==> src/hdl/jsu_pkg.sv <==
// Package for the JSON string unescaper: phase encoding, result kinds,
// error codes, and the hex-digit and UTF-8 encode helpers.
// No dependencies.
package jsu_pkg;

    typedef enum logic [2:0] {
        PH_QUOTE   = 3'd0,
        PH_BODY    = 3'd1,
        PH_ESC     = 3'd2,
        PH_HEX1    = 3'd3,
        PH_PAIR_BS = 3'd4,
        PH_PAIR_U  = 3'd5,
        PH_HEX2    = 3'd6,
        PH_FINISH  = 3'd7
    } t_phase;

    typedef enum logic [1:0] {
        KIND_DATA  = 2'd0,
        KIND_DONE  = 2'd1,
        KIND_ERROR = 2'd2
    } t_kind;

    typedef enum logic [3:0] {
        ERR_NONE      = 4'd0,
        ERR_NO_QUOTE  = 4'd1,
        ERR_CONTROL   = 4'd2,
        ERR_SHORT_ESC = 4'd3,
        ERR_BAD_ESC   = 4'd4,
        ERR_SHORT_HEX = 4'd5,
        ERR_BAD_HEX   = 4'd6,
        ERR_SURROGATE = 4'd7,
        ERR_UNTERM    = 4'd8
    } t_err;

    localparam int MAX_DATA = 4;

    typedef struct packed {
        logic [MAX_DATA-1:0][7:0] bytes;
        logic [2:0]               count;
    } t_utf8;

    // bit 4 set when the character is not a hex digit
    function automatic logic [4:0] hex_val(input logic [7:0] c);
        logic [4:0] v;
        v = 5'h10;
        if (c >= "0" && c <= "9") begin
            v = {1'b0, 4'(c - 8'h30)};
        end else if (c >= "a" && c <= "f") begin
            v = {1'b0, 4'(c - 8'h57)};
        end else if (c >= "A" && c <= "F") begin
            v = {1'b0, 4'(c - 8'h37)};
        end
        return v;
    endfunction

    function automatic t_utf8 utf8_enc(input logic [20:0] cp);
        t_utf8 r;
        r = '0;
        if (cp <= 21'h7f) begin
            r.bytes[0] = cp[7:0];
            r.count    = 3'd1;
        end else if (cp <= 21'h7ff) begin
            r.bytes[0] = 8'hc0 | {3'b000, cp[10:6]};
            r.bytes[1] = 8'h80 | {2'b00, cp[5:0]};
            r.count    = 3'd2;
        end else if (cp <= 21'hffff) begin
            r.bytes[0] = 8'he0 | {4'b0000, cp[15:12]};
            r.bytes[1] = 8'h80 | {2'b00, cp[11:6]};
            r.bytes[2] = 8'h80 | {2'b00, cp[5:0]};
            r.count    = 3'd3;
        end else begin
            r.bytes[0] = 8'hf0 | {5'b00000, cp[20:18]};
            r.bytes[1] = 8'h80 | {2'b00, cp[17:12]};
            r.bytes[2] = 8'h80 | {2'b00, cp[11:6]};
            r.bytes[3] = 8'h80 | {2'b00, cp[5:0]};
            r.count    = 3'd4;
        end
        return r;
    endfunction

endpackage

==> src/hdl/json_string_unescape_utf8.sv <==
// Top level of the JSON string unescaper: one raw byte in, up to five
// decoded UTF-8 / status transfers out. Depends on jsu_pkg.
//
// Usage:
//   Slave channel: one raw text byte per transfer in i_s_tdata, starting at
//   the opening quote; i_s_tlast marks the last byte of available text.
//   Master channel: o_m_tuser gives the result kind (data, done, error),
//   o_m_tdata the decoded byte and the error code, o_m_tlast the last
//   result caused by one input byte.
//   Latency: the results of a byte start in the cycle after its transfer.
//   Throughput: an input byte causes 0 to 5 results; the result register
//   drains one per cycle while i_m_tready is high. The next byte is taken
//   in the same cycle the previous byte's last result leaves, so plain
//   characters stream at one per cycle while i_m_tready stays high.
//   Bytes that cause no result (the opening quote, a backslash, hex digits
//   that do not finish a code point) leave o_s_tready high for the next byte.
//   Reset: the decoder waits for an opening quote with no result pending.
//   After a done or error result, further bytes are taken and dropped until
//   reset. A stall on i_m_tready holds the current result and keeps
//   o_s_tready low until the last result of the run leaves.
module json_string_unescape_utf8
    import jsu_pkg::*;
(
    input  logic        i_clk,
    input  logic        i_rst_n,
    input  logic        i_s_tvalid,
    output logic        o_s_tready,
    input  logic [7:0]  i_s_tdata,   // [7:0] in_byte
    input  logic        i_s_tlast,   // end_of_text
    output logic        o_m_tvalid,
    input  logic        i_m_tready,
    output logic [15:0] o_m_tdata,   // [7:0] out_byte, [11:8] error_code, [15:12] zero
    output logic [1:0]  o_m_tuser,   // [1:0] kind
    output logic        o_m_tlast    // last_of_run
);

    t_phase                   r_phase, n_phase;
    logic [1:0]               r_hcnt, n_hcnt;
    logic [15:0]              r_acc, n_acc;
    logic [9:0]               r_hs, n_hs;

    logic [MAX_DATA-1:0][7:0] r_bytes, n_bytes;
    logic [2:0]               r_nbytes, n_nbytes;
    logic                     n_term;
    t_kind                    r_tkind, n_tkind;
    t_err                     r_terr, n_terr;
    logic [2:0]               r_total;
    logic [2:0]               r_idx;

    logic        accept;
    logic        out_xfer;
    logic [7:0]  c;
    logic        last;
    logic [4:0]  hv;
    logic [15:0] acc_next;
    t_utf8       enc;
    logic [20:0] cp;
    logic        emit;
    logic        raw;

    assign c    = i_s_tdata;
    assign last = i_s_tlast;
    assign hv   = hex_val(c);
    assign acc_next = {r_acc[11:0], hv[3:0]};

    assign o_m_tvalid = (r_idx != r_total);
    assign o_m_tlast  = (r_idx + 3'd1 == r_total);
    assign out_xfer   = o_m_tvalid && i_m_tready;
    assign o_s_tready = !o_m_tvalid || (i_m_tready && o_m_tlast);
    assign accept     = i_s_tvalid && o_s_tready;

    always_comb begin
        if (r_idx < r_nbytes) begin
            o_m_tuser = KIND_DATA;
            o_m_tdata = {4'h0, ERR_NONE, r_bytes[r_idx[1:0]]};
        end else begin
            o_m_tuser = r_tkind;
            o_m_tdata = {4'h0, r_terr, 8'h00};
        end
    end

    // per-byte decode
    always_comb begin
        n_phase = r_phase;
        n_hcnt  = r_hcnt;
        n_acc   = r_acc;
        n_hs    = r_hs;
        n_term  = 1'b0;
        n_tkind = KIND_ERROR;
        n_terr  = ERR_NONE;
        cp      = '0;
        emit    = 1'b0;
        raw     = 1'b0;
        unique case (r_phase)
            PH_QUOTE: begin
                if (c != "\"") begin
                    n_term = 1'b1;
                    n_terr = ERR_NO_QUOTE;
                end else if (last) begin
                    n_term = 1'b1;
                    n_terr = ERR_UNTERM;
                end else begin
                    n_phase = PH_BODY;
                end
            end
            PH_BODY: begin
                if (c == "\"") begin
                    n_term  = 1'b1;
                    n_tkind = KIND_DONE;
                end else if (c < 8'h20) begin
                    n_term = 1'b1;
                    n_terr = ERR_CONTROL;
                end else if (c == "\\") begin
                    if (last) begin
                        n_term = 1'b1;
                        n_terr = ERR_SHORT_ESC;
                    end else begin
                        n_phase = PH_ESC;
                    end
                end else begin
                    // raw text bytes, 0x80 and up included, pass unchanged
                    raw = 1'b1;
                    if (last) begin
                        n_term = 1'b1;
                        n_terr = ERR_UNTERM;
                    end
                end
            end
            PH_ESC: begin
                emit = 1'b1;
                unique case (c)
                    "\"":    cp = 21'h22;
                    "\\":    cp = 21'h5c;
                    "/":     cp = 21'h2f;
                    "b":     cp = 21'h08;
                    "f":     cp = 21'h0c;
                    "n":     cp = 21'h0a;
                    "r":     cp = 21'h0d;
                    "t":     cp = 21'h09;
                    default: emit = 1'b0;
                endcase
                if (emit) begin
                    n_phase = PH_BODY;
                    if (last) begin
                        n_term = 1'b1;
                        n_terr = ERR_UNTERM;
                    end
                end else if (c == "u") begin
                    if (last) begin
                        n_term = 1'b1;
                        n_terr = ERR_SHORT_HEX;
                    end else begin
                        n_phase = PH_HEX1;
                        n_hcnt  = 2'd0;
                        n_acc   = '0;
                    end
                end else begin
                    n_term = 1'b1;
                    n_terr = ERR_BAD_ESC;
                end
            end
            PH_HEX1, PH_HEX2: begin
                if (hv[4]) begin
                    n_term = 1'b1;
                    n_terr = ERR_BAD_HEX;
                end else if (r_hcnt != 2'd3) begin
                    n_acc  = acc_next;
                    n_hcnt = r_hcnt + 2'd1;
                    if (last) begin
                        n_term = 1'b1;
                        n_terr = ERR_SHORT_HEX;
                    end
                end else begin
                    n_acc  = acc_next;
                    n_hcnt = 2'd0;
                    if (r_phase == PH_HEX1) begin
                        if (acc_next[15:10] == 6'b110110) begin
                            n_hs = acc_next[9:0];
                            if (last) begin
                                n_term = 1'b1;
                                n_terr = ERR_SURROGATE;
                            end else begin
                                n_phase = PH_PAIR_BS;
                            end
                        end else if (acc_next[15:10] == 6'b110111) begin
                            n_term = 1'b1;
                            n_terr = ERR_SURROGATE;
                        end else begin
                            emit = 1'b1;
                            cp   = {5'd0, acc_next};
                        end
                    end else begin
                        if (acc_next[15:10] != 6'b110111) begin
                            n_term = 1'b1;
                            n_terr = ERR_SURROGATE;
                        end else begin
                            emit = 1'b1;
                            cp   = {11'(r_hs + 10'd0) + 11'd64, acc_next[9:0]};
                        end
                    end
                    if (emit) begin
                        n_phase = PH_BODY;
                        if (last) begin
                            n_term = 1'b1;
                            n_terr = ERR_UNTERM;
                        end
                    end
                end
            end
            PH_PAIR_BS: begin
                if (c != "\\" || last) begin
                    n_term = 1'b1;
                    n_terr = ERR_SURROGATE;
                end else begin
                    n_phase = PH_PAIR_U;
                end
            end
            PH_PAIR_U: begin
                if (c != "u") begin
                    n_term = 1'b1;
                    n_terr = ERR_SURROGATE;
                end else if (last) begin
                    n_term = 1'b1;
                    n_terr = ERR_SHORT_HEX;
                end else begin
                    n_phase = PH_HEX2;
                    n_hcnt  = 2'd0;
                    n_acc   = '0;
                end
            end
            PH_FINISH: begin
            end
            default: begin
            end
        endcase
        if (n_term) begin
            n_phase = PH_FINISH;
        end
        enc      = utf8_enc(cp);
        n_bytes  = enc.bytes;
        n_nbytes = emit ? enc.count : 3'd0;
        if (raw) begin
            n_bytes  = {24'h000000, c};
            n_nbytes = 3'd1;
        end
    end

    always_ff @(posedge i_clk) begin
        if (!i_rst_n) begin
            r_phase <= PH_QUOTE;
            r_hcnt  <= '0;
            r_acc   <= '0;
            r_hs    <= '0;
            r_total <= '0;
            r_idx   <= '0;
        end else begin
            if (accept) begin
                r_phase <= n_phase;
                r_hcnt  <= n_hcnt;
                r_acc   <= n_acc;
                r_hs    <= n_hs;
                r_total <= n_nbytes + {2'b00, n_term};
                r_idx   <= '0;
            end else if (out_xfer) begin
                if (o_m_tlast) begin
                    r_total <= '0;
                    r_idx   <= '0;
                end else begin
                    r_idx <= r_idx + 3'd1;
                end
            end
        end
    end

    always_ff @(posedge i_clk) begin
        if (accept) begin
            r_bytes  <= n_bytes;
            r_nbytes <= n_nbytes;
            r_tkind  <= n_tkind;
            r_terr   <= n_terr;
        end
    end

endmodule

==> config.mk <==
export PLATFORM = sky130hd
export DESIGN_NAME = json_string_unescape_utf8
export DESIGN_NICKNAME = d
export VERILOG_FILES = /design/src/hdl/jsu_pkg.sv /design/src/hdl/json_string_unescape_utf8.sv
export SDC_FILE = /design/constraint.sdc
export NUM_CORES = 1
export LEC_CHECK = 0
export BUFFER_PORTS_ARGS = -buffer_cell sky130_fd_sc_hd__clkbuf_2
export CAP_MARGIN = 0
export CORE_MARGIN = 8
export CORE_UTILIZATION = 33
export DETAILED_ROUTE_END_ITERATION = 8
export GPL_ROUTABILITY_DRIVEN = 0
export HOLD_SLACK_MARGIN = 0.1
export PLACE_DENSITY_LB_ADDON = 0.15
export SYNTH_ARGS = -nofsm -noshare
export SYNTH_HDL_FRONTEND = slang
export SYNTH_SLANG_ARGS = --single-unit
==> constraint.sdc <==
create_clock -name i_clk -period 4.55 [get_ports i_clk]
set_input_delay 1.1375 -clock i_clk [delete_from_list [all_inputs] [get_ports i_clk]]
set_output_delay 1.1375 -clock i_clk [all_outputs]
set_load 0.005 [all_outputs]
# Yosys cells after proc, flatten, opt, wreduce, memory -nomap -nowiden
# Cells that the tools add are included.
dict set report totals {
  romBits 0
  mem_count 0
  latchBits 0
  ram_bits 0
  wordCells 219
  inputBits 13
  out_inout_bits 21
  register_bits 78
}
dict set report op_classes {
  n_addsub 7
  n_lt_le_gt_ge 12
  n_shift 0
  eq_ne 44
  reduce_logical 24
  muxes 114
  n_bitwise 3
  mul 0
  div_mod_pow 0
}
# cell count
set ops {}
lappend ops {{16-bit two-way mux} 7}
lappend ops {{3-bit two-way mux} 31}
lappend ops {{21-bit two-way mux} 4}
lappend ops {{8-bit by 7-bit == test with 1-bit output, second input constant} 7}
lappend ops {{7-bit case mux with 8 select lines} 1}
lappend ops {{4-bit two-way mux} 13}
lappend ops {{16-bit case mux with 3 select lines} 1}
lappend ops {{21-bit case mux with 2 select lines} 1}
lappend ops {{3-bit inequality test, second input constant} 11}
lappend ops {{1-bit two-way mux} 31}
lappend ops {{25-bit two-way mux} 1}
lappend ops {{8-bit two-way mux} 3}
lappend ops {{4-bit case mux with 6 select lines} 1}
lappend ops {{21-bit by 11-bit <= comparator with 1-bit output, second input constant} 1}
lappend ops {{21-bit by 16-bit <= comparator with 1-bit output, second input constant} 1}
lappend ops {{21-bit by 7-bit <= comparator with 1-bit output, second input constant} 1}
lappend ops {{4-bit inequality test, second input constant} 5}
lappend ops {{19-bit two-way mux} 1}
lappend ops {{2-bit two-way mux} 9}
lappend ops {{3-bit case mux with 6 select lines} 1}
lappend ops {{18-bit AND reduction} 1}
lappend ops {{8-bit binary-select mux with 2-bit select} 1}
lappend ops {{8-bit by 6-bit == test with 1-bit output, second input constant} 2}
lappend ops {{8-bit by 7-bit greater-or-equal comparator with 1-bit output, second input constant} 2}
lappend ops {{other kinds (42)} 67}

# Depth between registers and ports, before layout
# Gate-level depths: netlist of the first run.
dict set report depth {
  word_depth 19
  mapped_depth 15
  depth_no_buf 14
}

# Worst setup path before layout of the first run
# Ideal clock, no wire load.
dict set report synth_path {
  kind {input port to flip-flop}
  from {input port i_s_tdata[7]}
  to {register r_total[2]}
  cell_stages 13
  setup_time_ns 0.120
  arrival_time_ns 3.711
  t_required_ns 4.430
  setup_slack_ns 0.719
  n_path_buf 1
  path_cell_list {or4b_4 or3b_4 a221oi_2 a21oi_2 and2_1 buf_6 inv_2 a31oi_1 ha_1 ha_1 xnor2_1 a22oi_1 nor2b_1}
}
dict set report synth_between {
  elab_chain_len 19
  word_cells_on_any_way 62
  classes_between {add/sub: 1; order compare: 10; eq/ne: 12; mux: 34; reduce/logical: 5}
}
# element line
set synth_rtl {}
lappend synth_rtl {{start: declaration} json_string_unescape_utf8.sv:28} ;# input logic [7:0] i_s_tdata,
lappend synth_rtl {{8-bit by 7-bit greater-or-equal comparator with 1-bit output / 8-bit by 7-bit <= comparator with 1-bit output (equally long branches)} jsu_pkg.sv:50} ;# end else if (c >= "A" && c <= "F") begin
lappend synth_rtl {{1-bit logical AND} jsu_pkg.sv:50}
lappend synth_rtl {{5-bit two-way mux} jsu_pkg.sv:50}
lappend synth_rtl {{5-bit two-way mux} jsu_pkg.sv:48} ;# end else if (c >= "a" && c <= "f") begin
lappend synth_rtl {{5-bit two-way mux} jsu_pkg.sv:46} ;# if (c >= "0" && c <= "9") begin
lappend synth_rtl {{16-bit two-way mux} json_string_unescape_utf8.sv:185} ;# end else if (acc_next[15:10] == 6'b110111) begin
lappend synth_rtl {{16-bit two-way mux} json_string_unescape_utf8.sv:177} ;# if (acc_next[15:10] == 6'b110110) begin
lappend synth_rtl {{21-bit two-way mux} json_string_unescape_utf8.sv:176} ;# if (r_phase == PH_HEX1) begin
lappend synth_rtl {{[4 not listed]} --}
lappend synth_rtl {{25-bit two-way mux} jsu_pkg.sv:66} ;# end else if (cp <= 21'hffff) begin
lappend synth_rtl {{19-bit two-way mux} jsu_pkg.sv:62} ;# end else if (cp <= 21'h7ff) begin
lappend synth_rtl {{11-bit two-way mux} jsu_pkg.sv:59} ;# if (cp <= 21'h7f) begin
lappend synth_rtl {{3-bit two-way mux} json_string_unescape_utf8.sv:241} ;# n_nbytes = emit ? enc.count : 3'd0;
lappend synth_rtl {{3-bit two-way mux *} json_string_unescape_utf8.sv:242} ;# if (raw) begin
lappend synth_rtl {{named net n_nbytes[0]} json_string_unescape_utf8.sv:43} ;# logic [2:0] r_nbytes, n_nbytes;
lappend synth_rtl {{3-bit by 1-bit adder with 3-bit output *} json_string_unescape_utf8.sv:262} ;# r_total <= n_nbytes + {2'b00, n_term};
lappend synth_rtl {{3-bit two-way mux *} json_string_unescape_utf8.sv:257} ;# if (accept) begin
lappend synth_rtl {{end signal: assignment} json_string_unescape_utf8.sv:262}
lappend synth_rtl {{end: declaration} json_string_unescape_utf8.sv:47} ;# logic [2:0] r_total;
# The timed path passes the listed nets; every way through them passes the cells marked *. The select of a mux whose other input is x is not followed.
# A chain may end at the register's enable or synchronous reset.

# Worst setup path after layout of the first run
dict set report layout_path {
  from {input port i_s_tdata[0]}
  to {register r_total[1]}
}
# Same word-level chain as after synthesis.

==> metrics.md, run 1 <==
| Metric | Value |
|---|---|
| Status | `completed` |
| Drt wl/cell | `18.9 um` |
| Via-per-instance ratio | `5.61` |
| Crit path buffers/inverters | `3` |
| Final WL | `14.1 mm` |
| Vias in the first global route | `3,906` |
| Setup TNS | `0 ns` |
| Hold-fix buffers, CTS | `0` |
| Leading cell type in the layout, fill and taps excluded | `nand2_1` |
| WS Path Type | `in2reg` |
| Top cell by count, worst path | `ha_1` |
| Largest net degree at the start of global routing | `37` |
| Share of cells above drive strength 1 | `16.0%` |
| Initial Util | `33.3%` |
| Fin. max-slew vios | `0` |
| Post-synthesis cell count | `530` |
| Flops & latches, synth | `71` |
| CTS root buf | `clkbuf_16` |
| Post-route ant nets | `0` |
| Die Wd | `136 um` |
| Worst skew pair latency | `0.34 ns` |
| Seq pwr share | `37.4%` |
| Worst path max stage delay | `0.54 ns` |
| # IOs | `34` |
| Core Rows | `44` |
| First-pass GRT wire length | `22.0 mm` |
| CTS Buf Count | `9` |
| Core area | `14,400 um^2` |
| # fillers | `1,473` |
| CTS clk-pin slew, worst paths | `0.06 ns` |
| Final Setup Violations | `0` |
| GRT Total Usage | `15.4%` |
| Final period util | `89.2%` |
| Initial antenna violation count | `0` |
| Ys Warns | `0` |
| NetSw | `0.000864 W` |
| Die footprint | `18,600 um^2` |
| Clk_skew | `0.00631 ns` |
| Final Power | `0.00240 W` |
| Resize count post-CTS | `0` |
| Die H | `136 um` |
| Relative slew slack | `50.0%` |
| CP arrival | `4.28 ns` |
| Worst R2R Path Depth | `12` |
| Reg-to-reg slack, setup | `1.15 ns` |
| FF-to-FF End | `r_total[2]` |
| Async SR Flop Fraction | `0%` |
| Most frequent cells in the layout | `nand2_1 (53), edfxtp_1 (38), nor2_1 (37)` |
| Worst Hold End | `r_hcnt[1]` |
| Drt pass-1 iters | `5` |
| Via count | `4,194` |
| Setup crit start kind | `input pin` |
| Post-CTS Setup Bufs | `0` |
| Distinct cells, synth | `78` |
| Post-DP HPWL | `10.6 mm` |
| Post-Synthesis Cell Area | `4790 um^2` |
| PortBufs | `29` |
| Hold path depth | `2` |
| # DRC | `0` |
| First-iteration detailed-routing DRC count | `365` |
| Sw Ratio | `36.1%` |
| Max_cap viols | `0` |
| Critical path, cell by cell | `clkbuf_2, inv_1, ha_1, or3b_2, nor2_1, or3_1, nor3_2, inv_1, and3_1, a31oi_1, ha_1, ha_1, a22oi_1, nor2b_1` |
| Fmax | `246 MHz` |
| Setup ws final | `0.490 ns` |
| Area added between synthesis and finish | `14.0%` |
| Number of synthesized flops with an enable pin | `38` |
| Ys flop type | `edfxtp_1` |
| Top cell family by delay on the critical path | `simple AND/OR/NAND/NOR gates` |
| Post-layout min period | `4.06 ns` |
| Worst-margin pin slew | `0.743 ns` |
| Worst slack at placement | `0.212 ns` |
| FF-to-FF Start | `r_phase[1]` |
| Post-synthesis sequential area ratio | `37.6%` |
| Critical path depth | `14` |
| CTS tree | `yes` |
| Cell Pwr Density | `439 nW/um^2` |
| Hold Crit Start | `r_hcnt[1]` |
| GR Overflow Total | `0` |
| N_diodes | `0` |
| Critical Path RT | `4.77 ns` |
| Element type at the critical path end | `flop` |
| Crit path max-delay cell type | `nor3_2` |
| Final Hold Viols | `0` |
| Int Pwr | `0.00153 W` |
| H-tree depth | `3` |
| CP Max Fanout | `9` |
| Clock Sinks | `71` |
| Clock power frac | `28.2%` |
| CTS Buffer Depth | `2` |
| Peak supply drop | `171 uV` |
| LEAKAGE | `1.97 nW` |
| Syn avg cell area | `9.03 um^2` |
| Comb power frac | `34.4%` |
| HP Class | `reg2reg` |
| RSZ-0062 raised after global routing | `false` |
| Final #Nets | `583` |
Yosys cell counts (all sizes together), types with 3 or more instances:
cell type  count  area share, %
nand2         53            4.2
edfxtp        38             24
nor2          37            2.9
dfxtp         33             14
nand3         24            2.5
nor2b         24            3.1
o21ai         24            2.5
a21oi         21            2.4
clkbuf        21            1.6
inv           20            1.6
and2          16            2.1
a21boi        15            2.4
buf           13            1.7
mux2i         12            2.5
ha            11            2.9
a22oi         10            1.6
nor3           9            1.0
nand2b         8            1.0
or3            8            1.0
mux4           7            3.3
a211oi         6           0.94
a22o           6            1.1
a31oi          6           0.78
and3           6           0.78
nand4          6           0.78
nand3b         5           0.78
o211ai         5           0.78
o31ai          5           0.78
xor2           5           0.91
a211o          4           0.73
a21o           4           0.63
a221oi         4           0.99
or4            4           0.63
xnor2          4           0.73
a31o           3           0.55
and3b          3           0.55
nor4bb         3           0.63
o21a           3           0.47
or2            3           0.39
or3b           3           0.60
state kept, by name (all words and copies together) (netlist names):
| register | count |
|---|---|
| r_terr | 4 |
| r_bytes | 29 |
| r_hcnt | 2 |
| r_idx | 3 |
| r_acc | 12 |
| r_phase | 3 |
| r_total | 3 |
| r_nbytes | 3 |
| r_tkind | 2 |
| r_hs | 10 |
worst min-delay path, cell delays in order, from the launching register on:
cell and delay (ns):
dfxtp_1 0.31, nand2_1 0.05, a21boi_0 0.06
metrics by stage:
step           instance area [um^2]  hold WS (ns)  cells  util [%]
5_1_grt                        5460         0.514    748      38.0
4_1_cts                        5460         0.480    748      38.0
6_report                       5460         0.476    748      38.0
3_5_place_dp                   5170         0.471    732      36.0
3_3_place_gp                   5170         0.455    732      36.0
2_1_floorplan                  4800         0.445    533         -
cell families after synthesis:
logic type                 Yosys count  share of synthesized area (%)
AOI/OAI and AO/OA                  140                           21.1
muxes                               20                           6.04
buffers and inverters               54                           4.89
other                                1                         0.0783
xor gates and xnor gates            10                           2.12
adders and majority gates           11                           2.87
DFF                                 71                           37.6
and+or+nand+nor                    223                           25.3
layout make-up:
class / instances / area (um^2) / area share [%]
Timing Repair Buffer: 49 / 295 / 5.41
Clock buffer: 9 / 225 / 4.13
Sequential cell: 71 / 1800 / 33.0
Inverter: 20 / 75.1 / 1.38
Clock inverter: 7 / 65.1 / 1.19
Multi-Input combinational cell: 408 / 2760 / 50.7
Tap cell: 184 / 230 / 4.22
power groups by stage:
stage / Sequential [W] / Clock, W / Combinational, W
floorplan: 0.000875 / 0 / 0.000577
global placement: 0.000905 / 0 / 0.000826
detailed placement: 0.000910 / 0 / 0.000825
CTS: 0.000896 / 0.000701 / 0.000830
global route: 0.000909 / 0.000723 / 0.000910
finish: 0.000895 / 0.000677 / 0.000824
routing by layer:
metal / routed length (um) / global-route usage (%) / vias to the layer above
met3: 844 / 3.81 / 20
met1: 6530 / 20.7 / 1999
met4: 212 / 4.70 / 0
met5: 0 / 0 / -
li1: - / - / 2035
met2: 6550 / 23.8 / 140
worst max-delay path by stage:
stage	start	to	slack (ns)
global route	i_s_tdata[0]	r_total[1]	0.33
detailed placement	i_s_tdata[0]	r_total[1]	0.21
finish	i_s_tdata[0]	r_total[1]	0.49
CTS	i_s_tdata[0]	r_total[1]	0.55
global placement	i_s_tdata[0]	r_total[1]	0.27
floorplan	i_s_tdata[7]	r_total[2]	0.72
(Power assumes the default switching activity.)
==> inputs of run 2 (changes only) <==
- CELL_PAD_IN_SITES_DETAIL_PLACEMENT: not set -> 1
- CELL_PAD_IN_SITES_GLOBAL_PLACEMENT: not set -> 1
==> run 2 against run 1 <==
- critical path depth is the same
- die area is the same
- clock skew grew 0.00098 ns
- core utilization grew 0.10 points
- combinational power shrank 2%
- largest cell class unchanged
- cell area grew 0.28%
- hold slack is essentially flat
- wire length grew 8.6%
- sequential power grew 2.5%
- global-route usage grew 1.8 points
==> metrics.md, run 2 (synthesis gave the netlist of run 1 again) <==
| Metric | Value |
|---|---|
| Status | `completed` |
| Initial Util | `33.3% (unchanged)` |
| First-pass GRT wire length | `24.6 mm (+11%)` |
| First-iteration detailed-routing DRC count | `255 (-30%)` |
| Leading cell type in the layout, fill and taps excluded | `nand2_1` |
| CTS Buf Count | `9 (unchanged)` |
| Worst Hold End | `r_hcnt[1]` |
| Clock Sinks | `71 (unchanged)` |
| Via-per-instance ratio | `5.71 (+1.8%)` |
| Die H | `136 um (unchanged)` |
| Seq pwr share | `37.3% (about the same)` |
| Largest regs | `r_bytes x29, r_acc x12, r_hs x10` |
| GRT Total Usage | `17.1% (+1.8 points)` |
| HP Class | `reg2reg` |
| # DRC | `0 (unchanged)` |
| WS Path Type | `in2reg` |
| PortBufs | `29 (unchanged)` |
| Setup TNS | `0 ns (unchanged)` |
| Sw Ratio | `35.7% (-0.35 points)` |
| Comb power frac | `33.0% (-1.4 points)` |
| Worst path max stage delay | `0.58 ns (+0.04 ns)` |
| LEAKAGE | `1.99 nW (+0.92%)` |
| Post-DP HPWL | `11.8 mm (+10%)` |
| Vias in the first global route | `4,312 (+10%)` |
| Die footprint | `18,600 um^2 (unchanged)` |
| Hold WS | `0.476 ns (+0.000164 ns)` |
| # fillers | `1,673 (+14%)` |
| Peak supply drop | `174 uV (+1.5%)` |
| Drt pass-1 iters | `5 (unchanged)` |
| Hold-fix buffers, CTS | `0 (unchanged)` |
| Area added between synthesis and finish | `14.3%` |
| Worst R2R Path Depth | `10 (-2)` |
| Final WL | `15.4 mm (+8.6%)` |
| Top cell family by delay on the critical path | `simple AND/OR/NAND/NOR gates` |
| CTS clk-pin slew, worst paths | `0.06 ns (about the same)` |
| RSZ-0062 raised after global routing | `false` |
| Largest reg by FF count | `r_bytes` |
| # IOs | `34 (unchanged)` |
| Hold path depth | `2 (unchanged)` |
| Post-route ant nets | `0 (unchanged)` |
| Max_cap viols | `0 (unchanged)` |
| Initial antenna violation count | `0 (unchanged)` |
| Final Hold Viols | `0 (unchanged)` |
| Setup crit start kind | `input pin` |
| Fin. max-slew vios | `0 (unchanged)` |
| Die Wd | `136 um (unchanged)` |
| CTS root buf | `clkbuf_16` |
| CTS tree | `yes` |
| Int Pwr | `0.00158 W (+3.1%)` |
| Core Rows | `44 (unchanged)` |
| GR Overflow Total | `0 (unchanged)` |
| N_diodes | `0 (unchanged)` |
| Top cell by count, worst path | `ha_1` |
| Largest register FFs | `29 (unchanged)` |
| Crit path buffers/inverters | `3 (unchanged)` |
| NetSw | `0.000878 W (+1.6%)` |
| CTS Buffer Depth | `2 (unchanged)` |
| Worst-margin pin slew | `0.741 ns (-0.00211 ns)` |
| Crit path max-delay cell type | `nor3_2` |
| Worst skew pair latency | `0.34 ns (about the same)` |
| Largest net degree at the start of global routing | `47 (+27%)` |
| Critical path, cell by cell | `clkbuf_2, inv_1, ha_1, or3b_2, nor2_1, or3_1, nor3_2, inv_1, and3_1, a31oi_1, ha_1, ha_1, a22oi_1, nor2b_1` |
| CP arrival | `4.35 ns (+0.07 ns)` |
| Fmax | `243 MHz (-1.5%)` |
| H-tree depth | `3 (unchanged)` |
| Clk_skew | `0.00729 ns (+0.000978 ns)` |
| Final Setup Violations | `0 (unchanged)` |
| Clock power frac | `29.7% (+1.5 points)` |
| FF-to-FF End | `r_total[1]` |
| Reg-to-reg slack, setup | `0.92 ns (-0.23 ns)` |
| Element type at the critical path end | `flop` |
| Cell Pwr Density | `449 nW/um^2 (+2.3%)` |
| FF-to-FF Start | `r_phase[0]` |
| Core area | `14,400 um^2 (unchanged)` |
| Via count | `4,270 (+1.8%)` |
| Drt wl/cell | `20.5 um (+8.6%)` |
| Final #Nets | `583 (unchanged)` |
| Most frequent cells in the layout | `nand2_1 (53), edfxtp_1 (38), nor2_1 (37)` |
| Final period util | `90.6% (+1.4 points)` |
| Share of cells above drive strength 1 | `16.1% (+0.18 points)` |
| Post-layout min period | `4.12 ns (+0.0616 ns)` |
| Relative slew slack | `50.5% (+0.50 points)` |
| Post-CTS Setup Bufs | `0 (unchanged)` |
| Resize count post-CTS | `0 (unchanged)` |
| Critical Path RT | `4.78 ns (about the same)` |
| Hold Crit Start | `r_hcnt[1]` |
| CP Max Fanout | `9 (unchanged)` |
[run 2: changes by cell type in the layout (fill, tap and decap cells not counted)]
cell,before,now
inv_2,1,2
clkinv_2,0,1
inv_8,0,1
clkinvlp_4,3,1
clkinv_8,1,0
bufinv_16,0,1
clkinv_4,0,2
inv_6,3,1
clkinv_1,1,0
[run 2: worst max-delay path by stage]
stage,startpoint,end,slack [ns],cells past startpoint
6_report,i_s_tdata[0],r_total[1],0.43,14
5_1_grt,i_s_tdata[0],r_total[2],0.25,15
4_1_cts,i_s_tdata[0],r_total[1],0.47,14
3_5_place_dp,i_s_tdata[0],r_total[1],0.12,14
3_3_place_gp,i_s_tdata[0],r_total[1],0.25,14
2_1_floorplan,i_s_tdata[7],r_total[2],0.72,13
[run 2: final cells by class]
| cell class | instances | area, um^2 | area share [%] |
|---|---|---|---|
| multi-input cells | 408 | 2760 | 50.5 |
| well taps | 184 | 230 | 4.21 |
| flip-flops and latches | 71 | 1800 | 32.9 |
| inverters | 20 | 75.1 | 1.37 |
| clock buffers | 9 | 225 | 4.12 |
| repair buffers | 49 | 295 | 5.40 |
| clock inverters | 7 | 80.1 | 1.46 |
[run 2: tightest hold or removal path, delay by kind of cell, from the launching register on]
family             cells  cell delay, ns
DFF                    1            0.31
and+or+nand+nor        1            0.05
AOI/OAI and AO/OA      1            0.06
[run 2: per-layer routing]
layer / track usage, % / wire [um]
met5: 0 / 0
met4: 5.13 / 146
met3: 3.36 / 743
met2: 27.5 / 7280
met1: 22.8 / 7180
[run 2: power by group through the flow]
stage | registers (W) | clock network [W] | logic [W]
after CTS | 0.000919 | 0.000751 | 0.000824
final | 0.000917 | 0.000730 | 0.000810
after detailed placement | 0.000932 | 0 | 0.000817
after floorplan | 0.000875 | 0 | 0.000577
after global routing | 0.000935 | 0.000773 | 0.000899
after global placement | 0.000925 | 0 | 0.000809
[run 2: stage by stage]
| step | total power (W) | setup slack, ns | instance area [um^2] | util, % | std cells |
|---|---|---|---|---|---|
| 3_3_place_gp | 0.00173 | 0.251 | 5170 | 36.0 | 732 |
| 2_1_floorplan | 0.00145 | 0.719 | 4800 | - | 533 |
| 5_1_grt | 0.00261 | 0.247 | 5470 | 38.1 | 748 |
| 6_report | 0.00246 | 0.429 | 5470 | 38.1 | 748 |
| 4_1_cts | 0.00249 | 0.468 | 5470 | 38.1 | 748 |
| 3_5_place_dp | 0.00175 | 0.122 | 5170 | 36.0 | 732 |
